### src/hw/rtl/ssmv_pkg.sv
// ----------------------------------------------------------------------------
// ssmv_pkg - shared types and constants
// Sizes, command and status codes, controller states, control structs.
// ----------------------------------------------------------------------------
package ssmv_pkg;

  localparam int MaxDim   = 1024;
  localparam int MaxNz    = 8192;
  localparam int DimAw    = $clog2(MaxDim);      // x / y index
  localparam int PtrAw    = $clog2(MaxDim + 1);  // column pointer index
  localparam int NzAw     = $clog2(MaxNz);       // entry index
  localparam int PtrW     = $clog2(MaxNz + 1);   // pointer value
  localparam int SizeW    = 11;
  localparam int SlotW    = 14;
  localparam int RowW     = 10;
  localparam int ValW     = 32;
  localparam int AccW     = 64;
  localparam int CmdW     = 3;
  localparam int StatW    = 2;

  localparam logic [CmdW-1:0] CMD_LOAD_PTR = 3'd0;
  localparam logic [CmdW-1:0] CMD_LOAD_NZ  = 3'd1;
  localparam logic [CmdW-1:0] CMD_LOAD_X   = 3'd2;
  localparam logic [CmdW-1:0] CMD_COMPUTE  = 3'd3;
  localparam logic [CmdW-1:0] CMD_READ_Y   = 3'd4;

  localparam logic [StatW-1:0] STAT_OK   = 2'd0;
  localparam logic [StatW-1:0] STAT_DONE = 2'd1;
  localparam logic [StatW-1:0] STAT_ERR  = 2'd2;

  typedef enum logic [3:0] {
    ST_IDLE,
    ST_READ_Y,
    ST_ROW,
    ST_PTR_S,
    ST_PTR_E,
    ST_SCAN,
    ST_CHK,
    ST_XW,
    ST_ACC,
    ST_DONE
  } state_e;

  typedef struct packed {
    logic accept;
    logic emit_read;
    logic row_init;
    logic ptr_s;
    logic ptr_e;
    logic col_end;
    logic ent_rd;
    logic x_rd;
    logic k_inc;
    logic mul;
    logic acc;
    logic emit_done;
  } dp_cmd_t;

  typedef struct packed {
    logic out_free;
    logic in_compute;
    logic in_read_ok;
    logic row_done;
    logic search;
    logic scan_end;
    logic hit;
  } dp_status_t;

endpackage

### src/hw/rtl/ssmv_ctrl.sv
// ----------------------------------------------------------------------------
// ssmv_ctrl - sequencer
// Walks rows, columns and entries; issues datapath commands.
// ----------------------------------------------------------------------------
module ssmv_ctrl (
  input  logic                  clk_i,
  input  logic                  rst_ni,
  input  logic                  in_valid_i,
  output logic                  in_ready_o,
  input  ssmv_pkg::dp_status_t  stat_i,
  output ssmv_pkg::dp_cmd_t     cmd_o
);

  ssmv_pkg::state_e state_q, state_d;
  logic             accept;

  assign in_ready_o = (state_q == ssmv_pkg::ST_IDLE) && stat_i.out_free;
  assign accept     = in_valid_i && in_ready_o;

  always_ff @(posedge clk_i or negedge rst_ni) begin
    if (!rst_ni) begin
      state_q <= ssmv_pkg::ST_IDLE;
    end else begin
      state_q <= state_d;
    end
  end

  always_comb begin
    state_d = state_q;
    unique case (state_q)
      ssmv_pkg::ST_IDLE: begin
        if (accept && stat_i.in_compute) begin
          state_d = ssmv_pkg::ST_ROW;
        end else if (accept && stat_i.in_read_ok) begin
          state_d = ssmv_pkg::ST_READ_Y;
        end
      end
      ssmv_pkg::ST_READ_Y: state_d = ssmv_pkg::ST_IDLE;
      ssmv_pkg::ST_ROW: begin
        state_d = stat_i.row_done ? ssmv_pkg::ST_DONE : ssmv_pkg::ST_PTR_S;
      end
      ssmv_pkg::ST_PTR_S: state_d = ssmv_pkg::ST_PTR_E;
      ssmv_pkg::ST_PTR_E: state_d = ssmv_pkg::ST_SCAN;
      ssmv_pkg::ST_SCAN: begin
        if (!stat_i.scan_end) begin
          state_d = ssmv_pkg::ST_CHK;
        end else begin
          state_d = stat_i.search ? ssmv_pkg::ST_PTR_S : ssmv_pkg::ST_ROW;
        end
      end
      ssmv_pkg::ST_CHK: state_d = stat_i.hit ? ssmv_pkg::ST_XW : ssmv_pkg::ST_SCAN;
      ssmv_pkg::ST_XW:  state_d = ssmv_pkg::ST_ACC;
      ssmv_pkg::ST_ACC: state_d = stat_i.search ? ssmv_pkg::ST_PTR_S : ssmv_pkg::ST_SCAN;
      ssmv_pkg::ST_DONE: state_d = ssmv_pkg::ST_IDLE;
      default: state_d = ssmv_pkg::ST_IDLE;
    endcase
  end

  always_comb begin
    cmd_o = '0;
    unique case (state_q)
      ssmv_pkg::ST_IDLE:   cmd_o.accept    = accept;
      ssmv_pkg::ST_READ_Y: cmd_o.emit_read = 1'b1;
      ssmv_pkg::ST_ROW:    cmd_o.row_init  = !stat_i.row_done;
      ssmv_pkg::ST_PTR_S:  cmd_o.ptr_s     = 1'b1;
      ssmv_pkg::ST_PTR_E:  cmd_o.ptr_e     = 1'b1;
      ssmv_pkg::ST_SCAN: begin
        cmd_o.col_end = stat_i.scan_end;
        cmd_o.ent_rd  = !stat_i.scan_end;
      end
      ssmv_pkg::ST_CHK: begin
        cmd_o.x_rd  = stat_i.hit;
        cmd_o.k_inc = !stat_i.hit;
      end
      ssmv_pkg::ST_XW:   cmd_o.mul       = 1'b1;
      ssmv_pkg::ST_ACC:  cmd_o.acc       = 1'b1;
      ssmv_pkg::ST_DONE: cmd_o.emit_done = 1'b1;
      default: cmd_o = '0;
    endcase
  end

endmodule

### config.mk
export PLATFORM = sky130hd
export DESIGN_NAME = ssmv_ctrl
export DESIGN_NICKNAME = d
export VERILOG_FILES = /design/src/hw/rtl/ssmv_pkg.sv /design/src/hw/rtl/ssmv_ctrl.sv
export SDC_FILE = /design/constraint.sdc
export NUM_CORES = 1
export LEC_CHECK = 0
export BUFFER_PORTS_ARGS = -buffer_cell sky130_fd_sc_hd__buf_2
export CORE_AREA = 2 2 39 41
export DETAILED_ROUTE_END_ITERATION = 10
export DIE_AREA = 0 0 41 43
export HOLD_SLACK_MARGIN = 0.08
export PLACE_DENSITY_LB_ADDON = 0.2
export SKIP_LAST_GASP = 1
export SLEW_MARGIN = 20
export SYNTH_ARGS = -nofsm -noshare
export SYNTH_HDL_FRONTEND = slang
export SYNTH_SLANG_ARGS = --single-unit
### constraint.sdc
create_clock -name clk_i -period 1.1 [get_ports clk_i]
set_input_delay 0.22 -clock clk_i [delete_from_list [all_inputs] [get_ports clk_i]]
set_output_delay 0.22 -clock clk_i [all_outputs]
set_load 0.01 [all_outputs]
==> out/results.txt <==
final cell count without fillers: 108
max reg flops: 4
Post-Syn Area: 417 sq um
routed wire length on met2: 876 um
post-detail-place hpwl: 862 um
Area growth syn-to-layout: 129%
post-synthesis sequential element count: 4
Post-Synth Adder-Cell Area: 0
clock slew at reported path FFs: 0.04 ns
Leak: 0.437 nW
clock skew: 0.00874 ns
Synth Area in Compound Gates: 0.186
DRC violation count after routing: 0
register area share after synthesis: 0.240
Starting Density: 0.301
Fillers: 112
Multi-input gate area: 450 sq um
GRT Total Usage: 0.174
H-tree levels: 1
# Max-Cap Violations: 0
Cells after Synth: 52
highest metal used: met4
reg2reg start: state_q[0]
violated checks: setup timing
Syn Area/Cell: 8.01 sq um
Final Hold Vio Count: 0
max_slew headroom: 0.811
status: finished, violations left
Vias/cell: 4.98
FP Rows: 14
Register-to-Register Path Depth: 4
hold path endpoint: state_q[1]
gr ovfl total: 0
fin crit share: 1.44
CP Launch Type: flip-flop
Vias: 538
num ports: 23
flop-to-flop setup slack: -0.23 ns
clock network latency to the later pin of the worst-skew pair: 0.24 ns
post-synthesis xor/xnor area fraction: 0
post-synthesis mux area share: 0
final antenna-violating net count: 0
Placed Instances: 93
final setup violation count: 17
top flop regs: state_q x4
Pins Over Slew Limit: 0
Fin Setup TNS: -5.74 ns
most flop-heavy register: state_q
clk buf depth: 2
worst-margin pin slew: 0.281 ns
met3 wire len: 59 um
Worst R2R End: state_q[1]
post-route cell area: 956 sq um
Critical Path Fanout Max: 3
root buffer cell: clkbuf_4
initial antenna violation count: 0
hold slack: 0.262 ns
CTS Buf Count: 3
hold depth: 2
M1 WL: 609 um
setup ws final: -0.489 ns
DP Area: 671 sq um
worst hold path class: in2reg
CTS tree: yes
I/O Buffers: 22
Crit Path Class: reg2out
core footprint: 1380 sq um
fraction of layout cells with a size suffix above 1: 0.815
vias in the first global route: 448
first-pass GRT wire length: 2.01 mm
Post-Route WL: 1.58 mm
Synth Area in Simple Gates: 0.459
nets@finish: 104
RSZ-0062 raised after global routing: yes
chip height: 43 um
post-DR wirelength/cell: 14.6 um
DIE AREA: 1760 sq um
pin count of the biggest net entering global routing: 11
# diodes: 0
min-delay src: stat_i[5]
drt initial violations: 12
RD Place Congestion: 0.829
Reg area: 105 sq um
Max Fclk: 0.629 GHz
crit path time final: 1.59 ns
net count after synthesis: 62
synth warn: 0
total power: 2.37 mW
clk sink count: 4
CP Capture Type: output pin
Arr. time, crit path: 1.37 ns
Pwr Density: 2480 nW/um^2
largest family of logic cells by synthesized area: simple AND/OR/NAND/NOR gates
die width: 41 um
critical path data required time: 0.88 ns
DR pass1 iterations: 4
IR drop worst, VDD: 1.62 mV
post-synthesis cell type count: 27
-- final cells by class --
class	count	share of cell area
Sequential cell	4	0.110
Inverter	2	0.00785
Multi-Input combinational cell	42	0.471
Tap cell	16	0.0209
Timing Repair Buffer	41	0.366
Clock buffer	3	0.0236
-- power by group --
part           internal (mW)  leakage [nW]  total [mW]  switching [mW]
Clock                  0.122        0.0138       0.180          0.0584
Sequential             0.215        0.0463       0.320           0.105
Combinational           1.03         0.377        1.87           0.841
-- synth_stat cells --
| master | count | area (sq um) |
|---|---|---|
| a21boi_0 | 1 | 7.51 |
| a21oi_1 | 2 | 10.0 |
| a221o_1 | 1 | 10.0 |
| and2_1 | 1 | 6.26 |
| and3_4 | 1 | 11.3 |
| buf_2 | 2 | 10.0 |
| buf_4 | 1 | 7.51 |
| buf_6 | 2 | 22.5 |
| dfrtp_1 | 4 | 100 |
| inv_1 | 2 | 7.51 |
| nand2_1 | 4 | 15.0 |
| nand2b_1 | 4 | 25.0 |
| nand3b_1 | 1 | 7.51 |
| nand4_1 | 1 | 6.26 |
| nor2_1 | 5 | 18.8 |
| nor2b_1 | 1 | 6.26 |
| nor2b_2 | 1 | 8.76 |
| nor3_1 | 8 | 40.0 |
| nor4_1 | 1 | 6.26 |
| nor4_4 | 1 | 21.3 |
| o211ai_2 | 1 | 12.5 |
| o21ai_0 | 1 | 5.00 |
| o22a_1 | 2 | 17.5 |
| o22ai_1 | 1 | 6.26 |
| o2bb2ai_1 | 1 | 8.76 |
| or2b_1 | 1 | 7.51 |
| or2b_4 | 1 | 11.3 |
-- per-layer routing --
metal	vias to the layer above	global-route usage
li1	264	-
met3	4	0.0314
met1	250	0.220
met4	0	0.0800
met2	20	0.272
met5	-	0
-- worst max-delay path: stages (launching register included) --
cell and delay (ns):
dfrtp_2 0.43, nor4_4 0.35, and3_4 0.25, buf_6 0.10
-- cells by family after synthesis --
kind of cell           Yosys count
and+or+nand+nor                 31
AOI/OAI and AO/OA               10
DFF                              4
buffers and inverters            7
-- how the worst max path moves through the flow --
stage	cells after the start	start	slack, ns	to
after global routing	3	state_q[0]	-0.56	cmd_o[11]
after global placement	3	state_q[0]	-0.24	cmd_o[11]
after detailed placement	3	state_q[0]	-0.24	cmd_o[11]
after CTS	3	state_q[3]	-0.48	cmd_o[11]
final	3	state_q[0]	-0.49	cmd_o[11]
after floorplan	3	state_q[0]	-0.11	cmd_o[9]
-- what timing repair did --
item	CTS	global route
pin swaps	9	13
endpoints found under the setup margin	16	17
endpoints found under the hold margin	4	0
gates cloned	1	1
resized for setup	17	22
buffers inserted	5	9
hold buffers	1	0
-- through the flow --
stage	setup WS, ns	utilization
after floorplan	-0.115	-
after global placement	-0.237	0.485
after detailed placement	-0.242	0.485
after CTS	-0.477	0.580
after global routing	-0.561	0.691
final	-0.489	0.691
-- placed cells by master, fill, tap and decap left out, types with 3 or more instances in the layout --
master    synthesis  final
nor2_1            5      3
nand2b_4          0      4
nor3_4            0      5
dfrtp_2           0      4
buf_4             1      4
buf_6             2     12
buf_2             2     20
clkbuf_4          0      3
nor3_2            0      3
Note: power is estimated with default switching activity, not from simulation.
